File: config.mk
export PLATFORM = sky130hd
export DESIGN_NAME = shpow_work_scan
export DESIGN_NICKNAME = d
export VERILOG_FILES = /design/src/rtl/shpow_pkg.sv /design/src/rtl/shpow_work_scan.sv
export SDC_FILE = /design/constraint.sdc
export NUM_CORES = 1
export LEC_CHECK = 0
export BUFFER_PORTS_ARGS = -buffer_cell sky130_fd_sc_hd__buf_2
export CORE_MARGIN = 2
export CORE_UTILIZATION = 40
export DETAILED_ROUTE_END_ITERATION = 6
export PLACE_DENSITY = 0.69
export SYNTH_ARGS = -nofsm -noshare
export SYNTH_HDL_FRONTEND = slang
export SYNTH_SLANG_ARGS = --single-unit
File: constraint.sdc
create_clock -name clk -period 4.3 [get_ports clk]
set_input_delay 0.86 -clock clk [delete_from_list [all_inputs] [get_ports clk]]
set_output_delay 0.86 -clock clk [all_outputs]
set_load 0.05 [all_outputs]
File: src/rtl/shpow_pkg.sv
// Shared types, SHA-256 constants and round functions for the proof-of-work checker.
// No dependencies; used by every module of the block.
`default_nettype none
package shpow_pkg;

    typedef logic [31:0] word_t;

    // One pipeline item: working variables, feed-forward base, schedule window,
    // and the two nonce bytes that belong to the second block.
    typedef struct packed {
        logic [7:0][31:0]  st;
        logic [7:0][31:0]  base;
        logic [15:0][31:0] w;
        logic [15:0]       tail;
    } cell_data_t;

    localparam int ROUNDS     = 64;
    localparam int SCAN_BYTES = 31;

    // Configuration register indexes
    localparam logic [2:0] REG_DATA0      = 3'd0;
    localparam logic [2:0] REG_DATA1      = 3'd1;
    localparam logic [2:0] REG_DATA2      = 3'd2;
    localparam logic [2:0] REG_DATA3      = 3'd3;
    localparam logic [2:0] REG_DIFFICULTY = 3'd4;
    localparam logic [2:0] REG_THRESHOLD  = 3'd5;

    // Message length in bits (66 bytes), last word of the second block
    localparam word_t MSG_LEN_WORD = 32'h0000_0210;

    localparam word_t K_ROUND [ROUNDS] = '{
        32'h428a2f98, 32'h71374491, 32'hb5c0fbcf, 32'he9b5dba5,
        32'h3956c25b, 32'h59f111f1, 32'h923f82a4, 32'hab1c5ed5,
        32'hd807aa98, 32'h12835b01, 32'h243185be, 32'h550c7dc3,
        32'h72be5d74, 32'h80deb1fe, 32'h9bdc06a7, 32'hc19bf174,
        32'he49b69c1, 32'hefbe4786, 32'h0fc19dc6, 32'h240ca1cc,
        32'h2de92c6f, 32'h4a7484aa, 32'h5cb0a9dc, 32'h76f988da,
        32'h983e5152, 32'ha831c66d, 32'hb00327c8, 32'hbf597fc7,
        32'hc6e00bf3, 32'hd5a79147, 32'h06ca6351, 32'h14292967,
        32'h27b70a85, 32'h2e1b2138, 32'h4d2c6dfc, 32'h53380d13,
        32'h650a7354, 32'h766a0abb, 32'h81c2c92e, 32'h92722c85,
        32'ha2bfe8a1, 32'ha81a664b, 32'hc24b8b70, 32'hc76c51a3,
        32'hd192e819, 32'hd6990624, 32'hf40e3585, 32'h106aa070,
        32'h19a4c116, 32'h1e376c08, 32'h2748774c, 32'h34b0bcb5,
        32'h391c0cb3, 32'h4ed8aa4a, 32'h5b9cca4f, 32'h682e6ff3,
        32'h748f82ee, 32'h78a5636f, 32'h84c87814, 32'h8cc70208,
        32'h90befffa, 32'ha4506ceb, 32'hbef9a3f7, 32'hc67178f2
    };

    localparam logic [7:0][31:0] H_INIT = {
        32'h5be0cd19, 32'h1f83d9ab, 32'h9b05688c, 32'h510e527f,
        32'ha54ff53a, 32'h3c6ef372, 32'hbb67ae85, 32'h6a09e667
    };

    function automatic word_t rotr(input word_t x, input int n);
        logic [63:0] dbl;
        dbl = {x, x} >> n;
        return dbl[31:0];
    endfunction

    function automatic word_t big_sig0(input word_t x);
        return rotr(x, 2) ^ rotr(x, 13) ^ rotr(x, 22);
    endfunction

    function automatic word_t big_sig1(input word_t x);
        return rotr(x, 6) ^ rotr(x, 11) ^ rotr(x, 25);
    endfunction

    function automatic word_t small_sig0(input word_t x);
        return rotr(x, 7) ^ rotr(x, 18) ^ (x >> 3);
    endfunction

    function automatic word_t small_sig1(input word_t x);
        return rotr(x, 17) ^ rotr(x, 19) ^ (x >> 10);
    endfunction

    function automatic word_t ch_f(input word_t e, input word_t f, input word_t g);
        return (e & f) ^ (~e & g);
    endfunction

    function automatic word_t maj_f(input word_t a, input word_t b, input word_t c);
        return (a & b) ^ (a & c) ^ (b & c);
    endfunction

endpackage
`default_nettype wire

File: src/rtl/shpow_work_scan.sv
// Leading-zero scan of the digest, work value and threshold compare, output register.
// Depends on shpow_pkg.
`default_nettype none
module shpow_work_scan (
    input  wire logic          clk,
    input  wire logic          rst_n,
    input  wire logic          dg_valid,
    input  wire logic [255:0]  digest,
    input  wire logic [15:0]   threshold,
    output logic               advance,
    output logic               out_valid,
    input  wire logic          out_ready,
    output logic [15:0]        work_value,
    output logic               meets_share
);
    import shpow_pkg::*;

    logic        scan_valid_reg;
    logic [4:0]  idx_reg;
    logic [7:0]  cur_reg;
    logic [7:0]  nxt_reg;
    logic [4:0]  idx_next;
    logic [7:0]  cur_next;
    logic [7:0]  nxt_next;
    logic        out_valid_reg;
    logic [15:0] work_reg;
    logic        meets_reg;
    logic [2:0]  lz;
    logic [15:0] pair_shift;
    logic [7:0]  zeros;
    logic [15:0] work_next;

    assign advance = !out_valid_reg || out_ready;

    // First nonzero byte among the first 31; index 31 when all are zero
    always_comb
    begin
        idx_next = 5'(SCAN_BYTES);
        for (int j = SCAN_BYTES - 1; j >= 0; j--)
        begin
            if (digest[255 - 8 * j -: 8] != 8'h00)
            begin
                idx_next = 5'(j);
            end
        end
        cur_next = digest[255 - 8 * int'(idx_next) -: 8];
        nxt_next = (idx_next == 5'(SCAN_BYTES)) ? 8'h00
                 : digest[247 - 8 * int'(idx_next) -: 8];
    end

    // Bit position inside the byte, then the work value
    // (no shift when the first 31 bytes are all zero: the last byte is taken as is)
    always_comb
    begin
        lz = 3'd0;
        if (idx_reg != 5'(SCAN_BYTES))
        begin
            for (int b = 0; b < 8; b++)
            begin
                if (cur_reg[b])
                begin
                    lz = 3'(7 - b);
                end
            end
        end
        pair_shift = {cur_reg, nxt_reg} << lz;
        zeros      = {idx_reg, 3'b000} + {5'd0, lz};
        work_next  = {zeros, pair_shift[15:8]};
    end

    always_ff @(posedge clk or negedge rst_n)
    begin
        if (!rst_n)
        begin
            scan_valid_reg <= 1'b0;
            out_valid_reg  <= 1'b0;
        end
        else if (advance)
        begin
            scan_valid_reg <= dg_valid;
            out_valid_reg  <= scan_valid_reg;
        end
    end

    always_ff @(posedge clk)
    begin
        if (advance)
        begin
            idx_reg   <= idx_next;
            cur_reg   <= cur_next;
            nxt_reg   <= nxt_next;
            work_reg  <= work_next;
            meets_reg <= work_next > threshold;
        end
    end

    assign out_valid   = out_valid_reg;
    assign work_value  = work_reg;
    assign meets_share = meets_reg;

endmodule
`default_nettype wire
# Word level (Yosys, flattened, before mapping)
# Index checks and enable logic that the tools add are counted.
classes:
  n_addsub: 3
  n_lt_le_gt_ge: 1
  eq_ne: 2
  shifts: 3
  muxes: 40
  n_reduce_logical: 33
op_table:
  columns: ["operator", "count"]
  rows:
  - ["indexed part select 263 x 9 -> 8 bit", 2]
  - ["nonzero test 8 bit", 31]
  - ["two-way mux 5 bit", 29]
  - ["two-way mux 3 bit", 9]
  - ["subtractor 8 x 8 -> 9 bit (first input constant)", 2]
  - ["greater-than comparator 16 bit", 1]
  - ["<< shifter 16 x 3 -> 16 bit", 1]
  - ["adder 8 x 3 -> 8 bit", 1]
  - ["== test 5 bit (second input constant)", 1]
  - ["!= test 5 bit (second input constant)", 1]
  - ["two-way mux 2 bit", 1]
  - ["logical NOT 1 bit", 1]
  - ["logical OR 1 bit", 1]
  - ["two-way mux 1 bit", 1]
word_totals:
  regBits: 40
  out_inout_bits: 19

# Depth between registers and ports, before layout
logic_depth:
  word_depth: 34
  ltp_mapped: 21

# Worst setup path before layout
# Ideal clock, no wire load.
synth_timing:
  kind: "input-to-reg"
  start: "input port digest[184]"
  end: "register nxt_reg[3], data pin"
  setup_ns: 0.259
  arrival_ns: 5.584
  path_slack_ns: -1.542
  cell_stages: 15
  cell_sequence: "or4_1 -> nand4bb_1 -> a2111o_1 -> a21oi_1 -> o31ai_1 -> inv_2 -> clkbuf_1 -> buf_1 -> ha_1 -> clkbuf_1 -> clkbuf_1 -> mux4_2 -> a32oi_1 -> o211ai_1 -> a211o_1"
synth_via:
  elab_chain_cells: 12
  elab_cells_between_ends: 13
synth_lines:
  columns: ["item", "line_no", "rtl"]
  rows:
  - ["start, declared", "shpow_work_scan.sv:8", "input wire logic [255:0] digest,"]
  - ["nonzero test 8 bit (*)", "shpow_work_scan.sv:41", "if (digest[255 - 8 * j -: 8] != 8'h00)"]
  - ["two-way mux 5 bit (*) (9 in a row)", "shpow_work_scan.sv:41", null]
  - ["via idx_next[1]", "shpow_work_scan.sv:22", "logic [4:0] idx_next;"]
  - ["subtractor 8 x 8 -> 9 bit", "shpow_work_scan.sv:48", ": digest[247 - 8 * int'(idx_next) -: 8];"]
  - ["indexed part select 263 x 9 -> 8 bit", "shpow_work_scan.sv:48", null]
  - ["end signal, assigned", "shpow_work_scan.sv:91", "nxt_reg <= nxt_next;"]
  - ["end, declared", "shpow_work_scan.sv:21", "logic [7:0] nxt_reg;"]
# Mark *: on every way through the listed nets, which the timed path passes. The rest lies on a longest branch.
# A chain may end at the register's enable or synchronous reset.

# Worst setup path in the final report
layout_timing:
  start: "input port digest[32]"
  end: "register cur_reg[1], data pin"
layout_via:
  elab_chain_cells: 31
layout_lines:
  columns: ["item", "line_no", "rtl"]
  rows:
  - ["nonzero test 8 bit", "shpow_work_scan.sv:41", null]
  - ["two-way mux 5 bit (28 in a row)", "shpow_work_scan.sv:41", null]
  - ["subtractor 8 x 8 -> 9 bit", "shpow_work_scan.sv:46", "cur_next = digest[255 - 8 * int'(idx_next) -: 8];"]
  - ["indexed part select 263 x 9 -> 8 bit (*)", "shpow_work_scan.sv:46", null]
  - ["via cur_next[1]", "shpow_work_scan.sv:23", "logic [7:0] cur_next;"]
  - ["end signal, assigned", "shpow_work_scan.sv:90", "cur_reg <= cur_next;"]
  - ["end, declared", "shpow_work_scan.sv:20", "logic [7:0] cur_reg;"]
# Marked as above.

==> summary.md <==
| Metric | Value |
|---|---|
| Status | `finished with violations` |
| Failing checks | `DRC, setup timing` |
| Avg Cell Area, Syn | `roughly 7.9 sq um` |
| Skew-Pair Late Insertion Delay | `about 280 ps` |
| Min cycle time layout | `~4400 ps` |
| IO buf count | `a little under 300` |
| Worst-margin pin slew | `~610 ps` |
| Total grt overflow | `0` |
| HPWL after DPL | `31920 um` |
| CTS tree | `yes` |
| Num ports | `approximately 300` |
| Die W | `approximately 140 um` |
| Lkg Pwr | `5.595 nW` |
| Slowest cell delay on critical path | `560 ps` |
| Area of the core | `roughly 17000 sq um` |
| WHS | `348.6 ps` |
| Max Cap Violations | `0` |
| Placed Area | `around 11000 sq um` |
| CP Max Fanout | `39` |
| Post-Syn Area | `between 7000 and 8000 sq um` |
| Setup-failing EPs final | `7` |
| Final hold vios | `0` |
| DRC Markers | `2` |
| Total Nets Final | `about 1800` |
| Synthesized instance count | `901` |
| Drt wl/cell | `between 20 and 25 um` |
| Max-slew violation count | `0` |
| Syn Nets | `1194` |
| Die height | `between 100 and 150 um` |
| First-pass GRT wire length | `56050 um` |
| CP Capture Type | `flop` |
| Iteration count of the initial detailed-routing pass | `7` |
| Total Routed Length | `between 30000 and 40000 um` |
| CTS buffer count | `5` |
| GPL Wtd Cong | `1.120` |
| Vias in the first global route | `about 10000` |
| Die area | `18790 sq um` |
| Critical Path AT | `between 4000 and 5000 ps` |
| Synth cell types | `68` |
| Initial antenna violation count | `0` |
| Reg clk slew, reported paths | `60 ps` |
| EDFF count, synth | `37` |
| Final clock skew | `5.269 ps` |
| CTS max path bufs | `2` |
| Flops & latches, synth | `39` |
| Hold crit path type | `in -> async` |
| Layout cells sized above 1 | `between 50 and 60%` |
| RSZ-0062 raised after global routing | `true` |
| H-tree level count | `2` |
| Slowest cell on crit path | `or4_4` |
| Diode count | `0` |
| Overall power | `around 1.8 mW` |
| Worst vdd ir | `~0.21 mV` |
| Hold buffers post-CTS | `0` |
| Cell mode on critical path | `buf_4` |
| Post-synth ARST share | `under 10%` |
| Initial DRC count | `around 1400` |
| Yosys warning count | `0` |
| Max FFs per register | `16` |
| Fin crit share | `102.3%` |
| Worst path cell trace | `buf_6 -> or4_4 -> o211ai_1 -> o211ai_1 -> a211oi_2 -> buf_4 -> o311a_4 -> buf_4 -> buf_4 -> nand3_1 -> buf_4 -> o2111a_1 -> a31oi_1` |
| Post-synthesis sequential area ratio | `between 10% and 20%` |
| Root Driver | `clkbuf_16` |
| Routed via count | `around 11000` |
| Largest net degree at the start of global routing | `48` |
| Worst Path Required | `roughly 4300 ps` |
| Clock sink total | `39` |
| Routed Antenna Nets | `0` |
| Area delta synth->final | `69.53%` |
| Startpoint Class | `primary input` |
| Fmax | `around 230 MHz` |
| Fin Setup TNS | `-439.8 ps` |
| Filler-free cell count of the finished design | `about 1700` |
| Row count | `48` |
| Worst relative slew slack | `58.91%` |
| Vias per cell | `between 6 and 7` |
| Post-route cell area | `roughly 12000 sq um` |
| Pwr Density | `around 150 nW/um^2` |
| Worst slack, placed | `-540.2 ps` |
| Initial core utilization | `between 40% and 50%` |
| Kind of critical path | `in -> reg` |
| Final WS setup | `-99.22 ps` |
| Core Util, Final | `69.44%` |
| Most common flop cell mapped by yosys | `edfxtp_1` |
| # placed instances | `1700` |
| Overall global routing resource usage | `39.35%` |
## critical path: cells and delay by family
kind / cells / cell delay [ps]
AO/OA/AOI/OAI: 6 / 1560
buffers and inverters: 5 / 1270
AND/OR/NAND/NOR: 2 / 700
## timing repair
item	in CTS	in global routing
resized for setup	15	56
setup endpoints to repair	14	14
setup buffers	2	15
cloned	0	2
pin swaps	10	24
## cell usage in the layout (no fill, tap or decap), types with 18 or more instances in the layout
| cell | count |
|---|---|
| nor4_1 | 42 |
| a21oi_1 | 38 |
| o21ai_0 | 21 |
| mux4_2 | 34 |
| nor2_1 | 61 |
| a31oi_1 | 18 |
| mux2_2 | 21 |
| a211oi_1 | 22 |
| buf_4 | 338 |
| nand2_1 | 176 |
| nand4_1 | 19 |
| edfxtp_1 | 37 |
| mux2i_1 | 62 |
| buf_2 | 287 |
| inv_1 | 20 |
## path summary, 6_finish.rpt
check                               start              to  slack (ps)  cells after the start
hold / removal                      rst_n  scan_valid_reg         350                      1
setup reg to reg               cur_reg[2]     meets_share         490                     19
setup / recovery               digest[32]      cur_reg[1]        -100                     13
hold reg to reg            scan_valid_reg       out_valid         470                      1
max in group asynchronous           rst_n       out_valid        3860                      1
min in group clk           scan_valid_reg       out_valid         470                      1
## synthesized netlist by cell type, types with 6 or more instances
cell       count  area share, %
nor4_1        59            5.2
buf_2         12           0.85
a311o_1        7           0.99
o22ai_1        9           0.79
a221oi_1      12            1.5
buf_1          7           0.37
mux4_2        34             11
a211o_1       10            1.2
or4_1         16            1.7
a21oi_1       41            2.9
a211oi_1      25            2.6
nor3_1        18            1.3
mux2_2        21            3.3
and3_1        11           0.97
edfxtp_1      37             16
o21ai_0       23            1.6
nand4_1       19            1.7
clkbuf_1      34            1.8
mux2i_1       62            8.8
a32oi_1        9            1.1
nor2_1        63            3.3
nand3_1       12           0.85
nand2_1      177            9.4
a221o_1       17            2.4
o211ai_1      14            1.5
a2111oi_0      6           0.74
ha_1          17            3.0
a31oi_1       18            1.6
inv_1         22            1.2
## power by group
| group | switching [mW] | leakage (nW) | total [mW] | internal [mW] |
|---|---|---|---|---|
| logic | 0.443 | 5.11 | 0.819 | 0.376 |
| clock network | 0.150 | 0.0911 | 0.483 | 0.333 |
| registers | 0.0262 | 0.398 | 0.497 | 0.470 |
| total | 0.619 | 5.59 | 1.80 | 1.18 |
## cell families (layout without fill, tap and decap cells)
family          Yosys count  after routing  share of synthesized area [%]
flops                    39             39                          16.39
simple gates            412            412                          28.79
compound gates          230            230                          23.60
fa+ha+maj                17             17                          3.002
buf+inv                  82            683                          4.822
xor+xnor                  4              4                         0.4945
mux                     117            117                          22.91
## metal layers
layer  vias to the layer above  GRT usage, %  share of wire [%]
met2                       849         66.39                 47
met5                         -             0                  0
li1                       4817             -                  -
met4                         0         18.67                5.9
met3                       178         5.148                 10
met1                      5013         49.62                 37
## cell type report
cell class | count | area (sq um)
sequential | 39 | 1161
timing repair buffer | 649 | 4337
multi-input combinational | 780 | 5936
clock inverter | 2 | 60.06
tap | 225 | 281.5
inverter | 26 | 106.4
clock buffer | 6 | 128.9
fill | 1463 | 5286
(Power assumes the default switching activity.)
